==> src/hdl/rlcseg_pkg.sv <==
// ----------------------------------------------------------------------------
// rlcseg_pkg
// Shared types and codes of the UM RLC transmit segmenter.
// ----------------------------------------------------------------------------
`default_nettype none

package rlcseg_pkg;

	localparam int unsigned QUEUE_DEPTH_DEF = 16;
	localparam int unsigned SEQ_BITS_DEF    = 10;

	typedef enum logic [1:0] {
		ACT_ENQ = 2'd0,
		ACT_PDU = 2'd1,
		ACT_REM = 2'd2,
		ACT_CLR = 2'd3
	} action_t;

	typedef enum logic [1:0] {
		KIND_ENQ    = 2'd0,
		KIND_SEG    = 2'd1,
		KIND_CLOSE  = 2'd2,
		KIND_REMCLR = 2'd3
	} kind_t;

	localparam logic [2:0] BURST_NONE     = 3'd0;
	localparam logic [2:0] BURST_INACTIVE = 3'd1;
	localparam logic [2:0] BURST_ACTIVE   = 3'd2;
	localparam logic [2:0] BURST_START    = 3'd3;
	localparam logic [2:0] BURST_STOP     = 3'd4;

	localparam logic [1:0] REG_LIMIT = 2'd0;
	localparam logic [1:0] REG_HDR   = 2'd1;
	localparam logic [1:0] REG_BURST = 2'd2;

	typedef struct packed {
		logic [23:0] limit;
		logic [3:0]  hdr;
		logic        burst_en;
	} cfg_t;

	typedef struct packed {
		action_t     act;
		logic [15:0] total;
		logic [15:0] payload;
		logic [31:0] seq;
		logic [19:0] grant;
	} item_t;

	typedef enum logic [3:0] {
		ST_IDLE,
		ST_ENQ,
		ST_REM_RD,
		ST_REM_EMIT,
		ST_CLR,
		ST_PDU_INIT,
		ST_PDU_RD,
		ST_PDU_USE,
		ST_PDU_CLOSE
	} back_state_t;

endpackage

`default_nettype wire

==> src/hdl/rlcseg_front.sv <==
// ----------------------------------------------------------------------------
// rlcseg_front
// Accepts request beats, decodes the action and holds them in a
// two-entry queue for the engine.
// ----------------------------------------------------------------------------
`default_nettype none

module rlcseg_front import rlcseg_pkg::*; (
	input  wire logic        clk,
	input  wire logic        arst_n,
	input  wire logic        push,
	output logic             full,
	input  wire logic [1:0]  action,
	input  wire logic [15:0] sdu_total_bytes,
	input  wire logic [15:0] sdu_payload_bytes,
	input  wire logic [31:0] sdu_seq,
	input  wire logic [19:0] pdu_bytes,
	output logic             item_valid,
	output item_t            item,
	input  wire logic        item_deq
);

	item_t       slot_q [2];
	logic        wr_ptr_q;
	logic        rd_ptr_q;
	logic [1:0]  cnt_q;
	logic        do_push;
	logic        do_pop;
	item_t       in_item;

	always_comb begin
		in_item.act     = action_t'(action);
		in_item.total   = sdu_total_bytes;
		in_item.payload = sdu_payload_bytes;
		in_item.seq     = sdu_seq;
		in_item.grant   = pdu_bytes;
	end

	assign full       = cnt_q == 2'd2;
	assign item_valid = cnt_q != 2'd0;
	assign item       = slot_q[rd_ptr_q];
	assign do_push    = push && !full;
	assign do_pop     = item_deq && item_valid;

	always_ff @(posedge clk) begin
		if (do_push) begin
			slot_q[wr_ptr_q] <= in_item;
		end
	end

	always_ff @(posedge clk or negedge arst_n) begin
		if (!arst_n) begin
			wr_ptr_q <= 1'b0;
			rd_ptr_q <= 1'b0;
			cnt_q    <= 2'd0;
		end else begin
			if (do_push) begin
				wr_ptr_q <= !wr_ptr_q;
			end
			if (do_pop) begin
				rd_ptr_q <= !rd_ptr_q;
			end
			case ({do_push, do_pop})
				2'b10:   cnt_q <= cnt_q + 2'd1;
				2'b01:   cnt_q <= cnt_q - 2'd1;
				default: cnt_q <= cnt_q;
			endcase
		end
	end

	assert property (@(posedge clk) disable iff (!arst_n) cnt_q <= 2'd2)
		else $error("front queue count out of range");

endmodule

`default_nettype wire

==> src/hdl/rlcseg_back.sv <==
// ----------------------------------------------------------------------------
// rlcseg_back
// Executes one request at a time against the SDU descriptor store and
// places results in the output register.
// ----------------------------------------------------------------------------
`default_nettype none

module rlcseg_back import rlcseg_pkg::*; #(
	parameter int unsigned QUEUE_DEPTH = QUEUE_DEPTH_DEF,
	parameter int unsigned SEQ_BITS    = SEQ_BITS_DEF
) (
	input  wire logic                clk,
	input  wire logic                arst_n,
	input  wire cfg_t                cfg,
	input  wire logic                item_valid,
	input  wire item_t               item,
	output logic                     item_deq,
	output logic                     empty,
	input  wire logic                pop,
	output logic [1:0]               kind,
	output logic                     accepted,
	output logic [31:0]              sdu_seq_out,
	output logic [15:0]              segment_bytes,
	output logic [SEQ_BITS-1:0]      pdu_seq,
	output logic [1:0]               framing_info,
	output logic [19:0]              pdu_total_bytes,
	output logic                     empty_pdu,
	output logic [2:0]               burst_mark,
	output logic [23:0]              queued_bytes_out,
	output logic                     last
);

	localparam int unsigned IW = $clog2(QUEUE_DEPTH);
	localparam int unsigned CW = $clog2(QUEUE_DEPTH + 1);
	localparam int unsigned TW = CW + 1;

	// store entry: {seq, payload, total}
	logic [63:0]         store [QUEUE_DEPTH];
	logic [63:0]         rdata_q;

	back_state_t         state_q, state_d;
	item_t               cur_q;

	// committed queue state
	logic [IW-1:0]       head_q;
	logic [CW-1:0]       cnt_q;
	logic [23:0]         qbytes_q;
	logic [15:0]         frag_rem_q;
	logic                frag_valid_q;
	logic                first_frag_q;
	logic [SEQ_BITS-1:0] next_seq_q;
	logic                burst_q;

	// working copy used while walking the queue for a PDU
	logic [IW-1:0]       w_head_q;
	logic [CW-1:0]       w_cnt_q;
	logic [23:0]         w_qbytes_q;
	logic [15:0]         w_rem_q;
	logic                w_fv_q;
	logic                w_first_q;
	logic signed [20:0]  w_avail_q;
	logic [20:0]         w_len_q;
	logic                w_end_q;
	logic                pass2_q;
	logic [23:0]         final_qb_q;

	logic                out_valid_q;
	logic                out_free;
	logic                emit;
	logic                rd_en;
	logic [IW-1:0]       rd_addr;
	logic                wr_en;

	// derived values
	logic [TW-1:0]       tail_sum;
	logic [IW-1:0]       tail_idx;
	logic [TW-1:0]       last_sum;
	logic [IW-1:0]       last_idx;
	logic [24:0]         enq_sum;
	logic                enq_ok;
	logic                walk_more;
	logic [15:0]         slen;
	logic                fits;
	logic [15:0]         take;
	logic [15:0]         ent_total;
	logic [23:0]         sub_qb;
	logic [23:0]         rem_qb;
	logic [IW-1:0]       w_head_inc;
	logic signed [20:0]  avail_init;

	assign out_free = !out_valid_q || pop;
	assign empty    = !out_valid_q;

	always_comb begin
		tail_sum = TW'(head_q) + TW'(cnt_q);
		if (tail_sum >= TW'(QUEUE_DEPTH)) begin
			tail_sum = tail_sum - TW'(QUEUE_DEPTH);
		end
		tail_idx = tail_sum[IW-1:0];
		last_sum = TW'(head_q) + TW'(cnt_q) - TW'(1);
		if (last_sum >= TW'(QUEUE_DEPTH)) begin
			last_sum = last_sum - TW'(QUEUE_DEPTH);
		end
		last_idx = last_sum[IW-1:0];
	end

	assign enq_sum = {1'b0, qbytes_q} + {9'd0, cur_q.total};
	assign enq_ok  = (cnt_q < CW'(QUEUE_DEPTH)) && !enq_sum[24] &&
		((cfg.limit == 24'd0) || (enq_sum[23:0] < cfg.limit));

	assign walk_more  = (w_cnt_q != CW'(0)) && !w_avail_q[20] && (w_avail_q != 21'sd0);
	assign slen       = w_fv_q ? w_rem_q : rdata_q[31:16];
	assign fits       = w_avail_q[19:0] >= {4'd0, slen};
	assign take       = fits ? slen : w_avail_q[15:0];
	assign ent_total  = rdata_q[15:0];
	assign sub_qb     = ({8'd0, ent_total} > w_qbytes_q) ? 24'd0 : w_qbytes_q - {8'd0, ent_total};
	assign rem_qb     = ({8'd0, ent_total} > qbytes_q) ? 24'd0 : qbytes_q - {8'd0, ent_total};
	assign w_head_inc = (w_head_q == IW'(QUEUE_DEPTH - 1)) ? IW'(0) : w_head_q + IW'(1);
	assign avail_init = $signed({1'b0, cur_q.grant}) - $signed({17'd0, cfg.hdr});

	// next state
	always_comb begin
		state_d = state_q;
		case (state_q)
			ST_IDLE: begin
				if (item_valid) begin
					case (item.act)
						ACT_ENQ: state_d = ST_ENQ;
						ACT_PDU: state_d = ST_PDU_INIT;
						ACT_REM: state_d = ST_REM_RD;
						default: state_d = ST_CLR;
					endcase
				end
			end
			ST_ENQ:      if (out_free) state_d = ST_IDLE;
			ST_REM_RD:   state_d = ST_REM_EMIT;
			ST_REM_EMIT: if (out_free) state_d = ST_IDLE;
			ST_CLR:      if (out_free) state_d = ST_IDLE;
			ST_PDU_INIT: state_d = ST_PDU_RD;
			ST_PDU_RD: begin
				if (walk_more) begin
					state_d = ST_PDU_USE;
				end else if (!pass2_q) begin
					state_d = ST_PDU_INIT;
				end else begin
					state_d = ST_PDU_CLOSE;
				end
			end
			ST_PDU_USE:   if (!pass2_q || out_free) state_d = ST_PDU_RD;
			ST_PDU_CLOSE: if (out_free) state_d = ST_IDLE;
			default:      state_d = ST_IDLE;
		endcase
	end

	// control outputs
	always_comb begin
		item_deq = 1'b0;
		emit     = 1'b0;
		rd_en    = 1'b0;
		rd_addr  = w_head_q;
		wr_en    = 1'b0;
		case (state_q)
			ST_IDLE:      item_deq = item_valid;
			ST_ENQ: begin
				emit  = out_free;
				wr_en = out_free && enq_ok;
			end
			ST_REM_RD: begin
				rd_en   = 1'b1;
				rd_addr = last_idx;
			end
			ST_REM_EMIT:  emit = out_free;
			ST_CLR:       emit = out_free;
			ST_PDU_RD:    rd_en = walk_more;
			ST_PDU_USE:   emit = pass2_q && out_free;
			ST_PDU_CLOSE: emit = out_free;
			default:      emit = 1'b0;
		endcase
	end

	always_ff @(posedge clk) begin
		if (wr_en) begin
			store[tail_idx] <= {cur_q.seq, cur_q.payload, cur_q.total};
		end
		if (rd_en) begin
			rdata_q <= store[rd_addr];
		end
		if (state_q == ST_IDLE && item_valid) begin
			cur_q <= item;
		end
	end

	always_ff @(posedge clk or negedge arst_n) begin
		if (!arst_n) begin
			state_q      <= ST_IDLE;
			head_q       <= '0;
			cnt_q        <= '0;
			qbytes_q     <= '0;
			frag_rem_q   <= '0;
			frag_valid_q <= 1'b0;
			first_frag_q <= 1'b0;
			next_seq_q   <= '0;
			burst_q      <= 1'b0;
			w_head_q     <= '0;
			w_cnt_q      <= '0;
			w_qbytes_q   <= '0;
			w_rem_q      <= '0;
			w_fv_q       <= 1'b0;
			w_first_q    <= 1'b0;
			w_avail_q    <= '0;
			w_len_q      <= '0;
			w_end_q      <= 1'b0;
			pass2_q      <= 1'b0;
			final_qb_q   <= '0;
			out_valid_q  <= 1'b0;
		end else begin
			state_q <= state_d;
			if (emit) begin
				out_valid_q <= 1'b1;
			end else if (pop) begin
				out_valid_q <= 1'b0;
			end
			case (state_q)
				ST_IDLE: pass2_q <= 1'b0;
				ST_ENQ: begin
					if (out_free && enq_ok) begin
						cnt_q    <= cnt_q + CW'(1);
						qbytes_q <= enq_sum[23:0];
					end
				end
				ST_REM_EMIT: begin
					if (out_free && cnt_q != CW'(0)) begin
						cnt_q    <= cnt_q - CW'(1);
						qbytes_q <= rem_qb;
						if (cnt_q == CW'(1) && frag_valid_q) begin
							frag_valid_q <= 1'b0;
							frag_rem_q   <= '0;
							first_frag_q <= 1'b0;
						end
					end
				end
				ST_CLR: begin
					if (out_free) begin
						cnt_q        <= '0;
						head_q       <= '0;
						qbytes_q     <= '0;
						frag_valid_q <= 1'b0;
						frag_rem_q   <= '0;
						first_frag_q <= 1'b0;
					end
				end
				ST_PDU_INIT: begin
					w_head_q   <= head_q;
					w_cnt_q    <= cnt_q;
					w_qbytes_q <= qbytes_q;
					w_rem_q    <= frag_rem_q;
					w_fv_q     <= frag_valid_q;
					w_first_q  <= first_frag_q;
					w_avail_q  <= avail_init;
					w_len_q    <= '0;
					w_end_q    <= 1'b0;
				end
				ST_PDU_RD: begin
					// first pass only finds the final byte count
					if (!walk_more && !pass2_q) begin
						pass2_q    <= 1'b1;
						final_qb_q <= w_qbytes_q;
					end
				end
				ST_PDU_USE: begin
					if (!pass2_q || out_free) begin
						w_len_q <= w_len_q + {5'd0, take};
						if (fits) begin
							w_avail_q  <= w_avail_q - $signed({5'd0, slen});
							w_fv_q     <= 1'b0;
							w_rem_q    <= '0;
							w_head_q   <= w_head_inc;
							w_cnt_q    <= w_cnt_q - CW'(1);
							w_qbytes_q <= sub_qb;
							w_first_q  <= 1'b0;
						end else begin
							w_avail_q <= '0;
							w_rem_q   <= slen - take;
							w_fv_q    <= 1'b1;
							w_end_q   <= 1'b1;
							w_first_q <= 1'b1;
						end
					end
				end
				ST_PDU_CLOSE: begin
					if (out_free) begin
						head_q       <= w_head_q;
						cnt_q        <= w_cnt_q;
						qbytes_q     <= w_qbytes_q;
						frag_rem_q   <= w_rem_q;
						frag_valid_q <= w_fv_q;
						first_frag_q <= w_first_q;
						if (w_len_q != 21'd0) begin
							next_seq_q <= next_seq_q + SEQ_BITS'(1);
							if (cfg.burst_en) begin
								burst_q <= w_cnt_q != CW'(0);
							end
						end
					end
				end
				default: pass2_q <= pass2_q;
			endcase
		end
	end

	// output register
	always_ff @(posedge clk) begin
		if (emit) begin
			kind             <= KIND_ENQ;
			accepted         <= 1'b0;
			sdu_seq_out      <= '0;
			segment_bytes    <= '0;
			pdu_seq          <= '0;
			framing_info     <= '0;
			pdu_total_bytes  <= '0;
			empty_pdu        <= 1'b0;
			burst_mark       <= BURST_NONE;
			last             <= 1'b1;
			queued_bytes_out <= qbytes_q;
			case (state_q)
				ST_ENQ: begin
					accepted    <= enq_ok;
					sdu_seq_out <= cur_q.seq;
					if (enq_ok) begin
						queued_bytes_out <= enq_sum[23:0];
					end
				end
				ST_REM_EMIT: begin
					kind <= KIND_REMCLR;
					if (cnt_q != CW'(0)) begin
						accepted         <= 1'b1;
						sdu_seq_out      <= rdata_q[63:32];
						queued_bytes_out <= rem_qb;
					end
				end
				ST_CLR: begin
					kind             <= KIND_REMCLR;
					accepted         <= 1'b1;
					queued_bytes_out <= '0;
				end
				ST_PDU_USE: begin
					kind             <= KIND_SEG;
					sdu_seq_out      <= rdata_q[63:32];
					segment_bytes    <= take;
					last             <= 1'b0;
					queued_bytes_out <= final_qb_q;
				end
				ST_PDU_CLOSE: begin
					kind             <= KIND_CLOSE;
					queued_bytes_out <= w_qbytes_q;
					if (w_len_q == 21'd0) begin
						empty_pdu <= 1'b1;
					end else begin
						pdu_seq         <= next_seq_q;
						framing_info    <= {first_frag_q, w_end_q};
						pdu_total_bytes <= 20'({17'd0, cfg.hdr} + w_len_q);
						if (cfg.burst_en) begin
							if (w_cnt_q == CW'(0)) begin
								burst_mark <= burst_q ? BURST_STOP : BURST_INACTIVE;
							end else begin
								burst_mark <= burst_q ? BURST_ACTIVE : BURST_START;
							end
						end
					end
				end
				default: last <= 1'b1;
			endcase
		end
	end

	assert property (@(posedge clk) disable iff (!arst_n) cnt_q <= CW'(QUEUE_DEPTH))
		else $error("entry count above store depth");
	assert property (@(posedge clk) disable iff (!arst_n) (cnt_q == CW'(0)) |-> (qbytes_q == 24'd0))
		else $error("bytes left on empty queue");
	assert property (@(posedge clk) disable iff (!arst_n) frag_valid_q |-> (cnt_q != CW'(0)))
		else $error("fragment kept without head entry");
	assert property (@(posedge clk) disable iff (!arst_n)
		(state_q == ST_PDU_USE) |-> (w_cnt_q != CW'(0)))
		else $error("segment taken from empty working queue");

endmodule

`default_nettype wire

==> src/hdl/rlc_um_tx_segmenter.sv <==
// ----------------------------------------------------------------------------
// rlc_um_tx_segmenter
// UM RLC transmit segmenter: SDU descriptor queue with PDU building.
// ----------------------------------------------------------------------------
//  channel   handshake            payload
//  request   push / full          action, sdu_*, pdu_bytes
//  result    empty / pop          kind .. last
//  config    cfg_valid/cfg_ready  cfg_index, cfg_data
//
//  Enqueue and clear pass through the ENQ or CLR state to the result beat;
//  remove reads the store in REM_RD, then emits in REM_EMIT. A PDU request
//  walks the queue twice, reading (PDU_RD) and using (PDU_USE) the store
//  entry for each segment in each pass, then closes in PDU_CLOSE.
//  A full output register holds the engine; the front queue keeps taking
//  beats until its two entries are filled. Reset clears all control state.
// ----------------------------------------------------------------------------
`default_nettype none

module rlc_um_tx_segmenter import rlcseg_pkg::*; #(
	parameter int unsigned QUEUE_DEPTH = QUEUE_DEPTH_DEF,
	parameter int unsigned SEQ_BITS    = SEQ_BITS_DEF
) (
	input  wire logic                clk,
	input  wire logic                arst_n,
	input  wire logic                push,
	output logic                     full,
	input  wire logic [1:0]          action,
	input  wire logic [15:0]         sdu_total_bytes,
	input  wire logic [15:0]         sdu_payload_bytes,
	input  wire logic [31:0]         sdu_seq,
	input  wire logic [19:0]         pdu_bytes,
	output logic                     empty,
	input  wire logic                pop,
	output logic [1:0]               kind,
	output logic                     accepted,
	output logic [31:0]              sdu_seq_out,
	output logic [15:0]              segment_bytes,
	output logic [SEQ_BITS-1:0]      pdu_seq,
	output logic [1:0]               framing_info,
	output logic [19:0]              pdu_total_bytes,
	output logic                     empty_pdu,
	output logic [2:0]               burst_mark,
	output logic [23:0]              queued_bytes_out,
	output logic                     last,
	input  wire logic                cfg_valid,
	output logic                     cfg_ready,
	input  wire logic [1:0]          cfg_index,
	input  wire logic [23:0]         cfg_data
);

	cfg_t  cfg_q;
	logic  item_valid;
	item_t item;
	logic  item_deq;

	assign cfg_ready = 1'b1;

	always_ff @(posedge clk or negedge arst_n) begin
		if (!arst_n) begin
			cfg_q.limit    <= 24'd0;
			cfg_q.hdr      <= 4'd2;
			cfg_q.burst_en <= 1'b1;
		end else if (cfg_valid) begin
			case (cfg_index)
				REG_LIMIT: cfg_q.limit    <= cfg_data;
				REG_HDR:   cfg_q.hdr      <= cfg_data[3:0];
				REG_BURST: cfg_q.burst_en <= cfg_data[0];
				default:   cfg_q          <= cfg_q;
			endcase
		end
	end

	rlcseg_front u_front (
		.clk               (clk),
		.arst_n            (arst_n),
		.push              (push),
		.full              (full),
		.action            (action),
		.sdu_total_bytes   (sdu_total_bytes),
		.sdu_payload_bytes (sdu_payload_bytes),
		.sdu_seq           (sdu_seq),
		.pdu_bytes         (pdu_bytes),
		.item_valid        (item_valid),
		.item              (item),
		.item_deq          (item_deq)
	);

	rlcseg_back #(
		.QUEUE_DEPTH (QUEUE_DEPTH),
		.SEQ_BITS    (SEQ_BITS)
	) u_back (
		.clk              (clk),
		.arst_n           (arst_n),
		.cfg              (cfg_q),
		.item_valid       (item_valid),
		.item             (item),
		.item_deq         (item_deq),
		.empty            (empty),
		.pop              (pop),
		.kind             (kind),
		.accepted         (accepted),
		.sdu_seq_out      (sdu_seq_out),
		.segment_bytes    (segment_bytes),
		.pdu_seq          (pdu_seq),
		.framing_info     (framing_info),
		.pdu_total_bytes  (pdu_total_bytes),
		.empty_pdu        (empty_pdu),
		.burst_mark       (burst_mark),
		.queued_bytes_out (queued_bytes_out),
		.last             (last)
	);

endmodule

`default_nettype wire

==> config.mk <==
export PLATFORM = sky130hd
export DESIGN_NAME = rlc_um_tx_segmenter
export DESIGN_NICKNAME = d
export VERILOG_FILES = /design/src/hdl/rlcseg_pkg.sv /design/src/hdl/rlcseg_front.sv /design/src/hdl/rlcseg_back.sv /design/src/hdl/rlc_um_tx_segmenter.sv
export SDC_FILE = /design/constraint.sdc
export NUM_CORES = 2
export LEC_CHECK = 0
export ABC_AREA = 1
export BUFFER_PORTS_ARGS = -buffer_cell sky130_fd_sc_hd__buf_4
export CAP_MARGIN = 20
export CORE_MARGIN = 3
export CORE_UTILIZATION = 35
export CTS_CLUSTER_DIAMETER = 100
export CTS_CLUSTER_SIZE = 28
export DETAILED_ROUTE_END_ITERATION = 7
export GPL_TIMING_DRIVEN = 0
export PLACE_DENSITY_LB_ADDON = 0.12
export SETUP_SLACK_MARGIN = 0.4
export SYNTH_ARGS = -nofsm -noshare
export SYNTH_HDL_FRONTEND = slang
export SYNTH_SLANG_ARGS = --single-unit
==> constraint.sdc <==
create_clock -name clk -period 14.25 [get_ports clk]
set_input_delay 0.7125 -clock clk [delete_from_list [all_inputs] [get_ports clk]]
set_output_delay 0.7125 -clock clk [all_outputs]
set_load 0.02 [all_outputs]
; Yosys cells after proc, flatten, opt, wreduce, memory -nomap -nowiden
; Memories as Yosys holds them, arrays and structs flattened. A register that Yosys moved wholly into a read port is not among the register bits.
; Cells that the tools add are included.
[totals]
ff_bits = 415
ram_bits = 1196
elab_cells = 248
n_memories = 2
[classes]
add_sub_neg = 19
order_cmp = 7
eq_ne = 28
n_mux = 89
bitwise_logic = 2
reduce_logical = 59
[memory_table]
columns = memory, depth, width, read_ports, rd_ports_with_merged_regs, wr, line_no
row1 = u_back.store, 16, 64, 1, 1, 1, rlcseg_back.sv:38  ; logic [63:0] store [QUEUE_DEPTH];
row2 = u_front.slot_q, 2, 86, 1, 0, 1, rlcseg_front.sv:23  ; item_t slot_q [2];
[op_table]
columns = op, n
row1 = $mux 24, 10
row2 = $mux 16, 8
row3 = $pmux 24 s5, 1
row4 = $pmux 24 s4, 1
row5 = $pmux 32 s3, 1
row6 = $pmux 21 s2, 2
row7 = $mux 21, 3
row8 = $gt 16x24->1, 2
row9 = $mux 4, 12
row10 = $pmux 16 s3, 1
row11 = $pmux 24 s2, 1
row12 = $sub 24x16->24, 2
row13 = $reduce_bool 21->1, 2
row14 = $mux 32, 1
row15 = $pmux 16 s2, 1
row16 = $mux 5, 6
row17 = $add 24x16->25, 1
row18 = $logic_not 24->1, 1
row19 = $lt 24x24->1, 1
row20 = $pmux 4 s6, 1
row21 = $mux 1, 22
row22 = $add 21x16->21, 1
row23 = $logic_not 21->1, 1
row24 = $sub 20x4->21, 1
row25 = 51 further kinds, 121

; Logic depth before layout (Yosys ltp)
[logic_depth]
ltp_word = 8
mapped_depth = 33

; Modules after synthesis
; Synthesis repeated with hierarchy kept, for this count alone.
[unflattened]
hier_cells = 7094
area_unflattened_um2 = 76069.2
[modules_own_cells]
columns = module, instances, cells_each, area_per_inst_um2, seq_area_each_um2
row1 = rlcseg_back, 1, 6482, 68380.6, 43211.4
row2 = rlcseg_front, 1, 481, 6490.0, 5265.0
row3 = rlc_um_tx_segmenter, 1, 131, 1198.6, 728.2

; Worst setup path before layout
; OpenSTA, ideal clock, no wires.
[synth_path]
kind = flip-flop to flip-flop
from = register u_back.state_q[3]
to = register u_back.accepted (enable)
setup_time_ns = 0.584
t_arrival_ns = 6.096
path_slack_ns = 7.570
path_stages_with_launch = 9
synth_period_minus_slack_ns = 6.680
cell_sequence = dfrtp_1 -> inv_1 -> nand2_1 -> nor2_1 -> inv_1 -> clkbuf_1 -> o21ai_0 -> inv_1 -> nor2_1
[synth_between]
elab_chain_cells = 3
word_cells_on_any_way = 7
cone_classes = 5 x eq/ne / 1 x mux / 1 x reduce/logical
[synth_lines]
columns = item, line_no
row1 = start: declaration, rlcseg_back.sv:41  ; back_state_t state_q, state_d;
row2 = start signal: assignment, rlcseg_back.sv:217  ; state_q <= state_d;
row3 = $eq 4x3->1 (tied with other cells), rlcseg_back.sv:162  ; case (state_q)
row4 = $reduce_or 4->1 (no source line), --
row5 = $pmux 1 s2 *, rlcseg_back.sv:162
row6 = net u_back.emit, rlcseg_back.sv:69  ; logic emit;
row7 = end signal: assignment, rlcseg_back.sv:327  ; accepted <= enq_ok;
row8 = end: declaration, rlcseg_back.sv:21  ; output logic accepted,
; The timed path passes the listed nets; every way through them passes the cells marked *.
; A chain may end at the register's enable or synchronous reset.

; Worst setup path in the final report
[layout_path]
from = register u_back.cur_q[81] in the netlist's numbering
to = memory u_back.store[5][52] (enable)
[layout_between]
elab_chain_cells = 8
word_cells_on_any_way = 10
cone_classes = 1 x add/sub / 1 x order compare / 3 x mux / 5 x reduce/logical
[layout_lines]
columns = item, line_no
row1 = start: declaration, rlcseg_back.sv:42  ; item_t cur_q;
row2 = start signal: assignment, rlcseg_back.sv:189  ; cur_q <= item;
row3 = $add 24x16->25 *, rlcseg_back.sv:107  ; assign enq_sum = {1'b0, qbytes_q} + {9'd0, cur_q.total};
row4 = $lt 24x24->1 or $logic_not 1->1 (tied branches), "rlcseg_back.sv:109, rlcseg_back.sv:108"
row5 = $logic_or 1x1->1 or $logic_and 1x1->1 (tied branches), "rlcseg_back.sv:109, rlcseg_back.sv:108"
row6 = $logic_and 1x1->1 *, rlcseg_back.sv:108  ; assign enq_ok = (cnt_q < CW'(QUEUE_DEPTH)) && !enq_sum[24] &&
row7 = $logic_and 1x1->1 *, rlcseg_back.sv:166  ; wr_en = out_free && enq_ok;
row8 = $mux 1 *, rlcseg_back.sv:162
row9 = $mux 1 *, rlcseg_back.sv:182  ; if (wr_en) begin
row10 = $mux 1 (not written as such) *, rlcseg_back.sv:183  ; store[tail_idx] <= {cur_q.seq, cur_q.payload, cur_q.total};
row11 = end: declaration, rlcseg_back.sv:38
; Every way passes the cells marked *; elsewhere a longest branch is shown, timed or not.

==> results.toml <==
[outcome]
status = "finished clean"

[route]
ant_nets = 0
drt_first_pass_iters = 6
drc = 0
drt_iter0_drc = 4780
vias = 52400
wl_mm = 248
wl_per_cell_um = 24.7
drt-vias-per-instance = 5.23

[sta]
drv_slew = 0
finClkSkew_ps = 67.1
max_slew_margin_pct = 18.4
setup_tns_ps = 0
setup_viol = 0
tightest_slew_ps = 1220
period_minus_slack_ps = 7310
max_freq_ghz = 0.137
hold_viol = 0
rsz0062_at_grt = "no"
fin_crit_sh_pct = 51.3

[critical_path]
r2r-start = "u_back.cur_q[81]"
rr_worst_depth = 25
cpMaxStageDelayCell = "edfxtp_1"
cp.arrival_ps = 7790
worst-endpoint-required_ps = 14730
worstPathMaxFanout = 25
cpPeakStageDelay_ps = 790
r2r-end = "u_back.store[5][52]"
r2r_slack_ps = 6940
end_kind = "flip-flop"
path_class = "flip-flop to flip-flop"
startpoint_type = "flip-flop"

[die]
fp.dieW_um = 467
design.die.area_mm2 = 0.218
start_util_pct = 35.3
fp.dieH_um = 467
core-area_mm2 = 0.210
fp-row-count = 168
io_pins = 232

[synthesis]
avgSynthCellArea_um2 = 11.0
yosys.area.top_type_share_pct = 58.8
ys_ff_latch = 1675
syn_nets = 7049
ys_types = 58
syn_area_mm2 = 0.0743
ys_async_sr_fraction_pct = 13.1
ys_top_cells_by_area = "edfxtp_1 59%, dfrtp_1 7.3%, nand2_1 6.1%"
ys_seq_area_share_pct = 66.2
synth_flop_cell = "edfxtp_1"
synth_common_cells = "1456 x edfxtp_1, 1201 x nand2_1, 847 x nor2_1"
syn-instance-count = 6781
yosysMostFrequentCell = "edfxtp_1"
ys_warn_count = 0
synth_edf_count = 1456
post-synth-top-area-cell = "edfxtp_1"

[cts]
cts_inserted_buffers = 82
clk_latency_ps = 800
cts_htree_levels = 3
clk_path_buf_depth = 3
cts.sinks = 1675
clock-root-buffer = "clkbuf_16"
path_clk_slew_ps = 110
cts_tree = "built"

[global_route]
grt_pass1_wl_mm = 358
antenna_found_initial = 10
grt_max_degree = 82
grt.total_usage_pct = 22.3
grt_pass1_vias = 51400
gr-total-overflow = 0

[layout]
fin_nets = 7425
area_growth_pct = 12.9
drive_gt1_share_pct = 8.79

[worst_hold_path]
hp-class = "primary input to flip-flop"
hold_depth = 1
worstHoldEndpoint = "u_front.slot_q[1][80]"
holdCritStartpoint = "sdu_total_bytes[12]"

[power_and_ir_drop]
power.share.sequential_pct = 35.1
peakVddDrop_mv = 0.118
power.share.switching_pct = 48.5
fin_total_pwr_mw = 22.0
power_density_mw_per_mm2 = 263
leakagePower_nw = 31.1
p_sw_mw = 10.7
clock_power_share_pct = 13.5
power_frac_comb_pct = 51.5
p_int_mw = 11.4

[job]
drv_cap = 0

[place]
place_congestion = 0.927
numPortBuffers = 230
hpwlAfterDp_mm = 184
kinds of logic (layout without fill, tap and decap cells):
logic type	count (synthesis)	in the layout	synth area share (%)
XOR/XNOR	78	78	0.919
buffers and inverters	790	1218	4.06
flip-flops	1675	1675	66.2
multiplexers	97	97	1.47
adder cells (fa/ha/maj)	151	151	2.63
other	1	11	0.00505
AO/OA/AOI/OAI	1469	1469	10.9
AND/OR/NAND/NOR	2520	2520	13.8
placed cells by master (no fill, tap or decap), drive strengths merged, types with 25 or more instances in the layout:
cell type and n:
xor2 53, o22ai 265, o21a 71, edfxtp 1456
nand3 312, xnor2 25, inv 482, buf 347
nand2 1206, nor3 38, nor2 851, o21ai 784
a21oi 261, ha 142, nand4 60, a22oi 25
mux2 96, dfrtp 217, or2 25, clkbuf 360
per-stage QoR:
stage          area, um2  utilization (%)  worst slack (ps)  std cells  hold WS, ps
2_1_floorplan      74300                -              7570       6781          417
3_3_place_gp       79600             37.8              2360       9816          469
4_1_cts            83900             39.9              6860      10000         17.4
3_5_place_dp       81000             38.5              6880       9876          474
6_report           83900             39.9              6940      10000         94.9
5_1_grt            83900             39.9              6490      10000         34.7
flip-flops by register name, indices dropped and copies added (netlist names), 16 cells and up:
register,count
u_back.segment_bytes,16
u_back.frag_rem_q,16
u_back.store,1024
u_back.w_rem_q,16
u_back.w_len_q,21
u_back.sdu_seq_out,32
u_back.rdata_q,64
u_back.queued_bytes_out,24
u_back.w_qbytes_q,24
cfg_q,29
u_front.slot_q,172
u_back.final_qb_q,24
u_back.pdu_total_bytes,20
u_back.cur_q,84
u_back.w_avail_q,21
u_back.qbytes_q,24
routing by layer:
layer | vias to the layer above | wire length, um | GRT usage, %
met3 | 279 | 12500 | 2.16
li1 | 24500 | - | -
met1 | 26100 | 109000 | 30.5
met5 | - | 16 | 0
met2 | 1555 | 119000 | 37.5
met4 | 4 | 8160 | 6.77
worst max-delay path by stage:
stage	end	startpoint	depth (start not counted)
after detailed placement	u_back.store[3][46]	u_back.cur_q[83]	25
after global placement	u_back.sdu_seq_out[10]	u_back.state_q[3]	8
after global routing	u_back.store[5][52]	u_back.cur_q[81]	25
final	u_back.store[5][52]	u_back.cur_q[81]	25
after CTS	u_back.store[3][58]	u_back.cur_q[83]	25
after floorplan	u_back.accepted	u_back.state_q[3]	8
power groups by stage:
stage | Sequential [mW] | Clock, mW | Combinational (mW)
after detailed placement | 7.85 | 0 | 11.3
after global routing | 7.84 | 3.22 | 12.5
final | 7.73 | 2.97 | 11.3
after floorplan | 7.67 | 0 | 6.59
after CTS | 7.74 | 3.06 | 11.4
after global placement | 8.03 | 0 | 11.1
worst max-delay path: cells and delay by family, from the launching register on:
family | cells | cell delay, ps
AOI/OAI and AO/OA | 1 | 130
and+or+nand+nor | 17 | 3910
adders and majority gates | 2 | 850
DFF | 1 | 790
buffers and inverters | 5 | 1180
what timing repair did:
| item | 4_1_cts | 5_1_grt |
|---|---|---|
| endpoints found under the hold margin | 64 | 0 |
| resized for setup | 0 | 0 |
| hold buffers | 1 | 0 |
| buffers inserted | 0 | 0 |
area by class of cell:
cell class                 count  area, um2
antenna                       10       25.0
buffer                       324       1280
clock buffer                  92       2130
clock inverter                44        698
fill                       20600     126000
inverter                     466       1750
multi-input combinational   4316      22300
sequential                  1675      49200
tap                         2805       3510
timing repair buffer         292       3040
(Power assumes the default switching activity.)
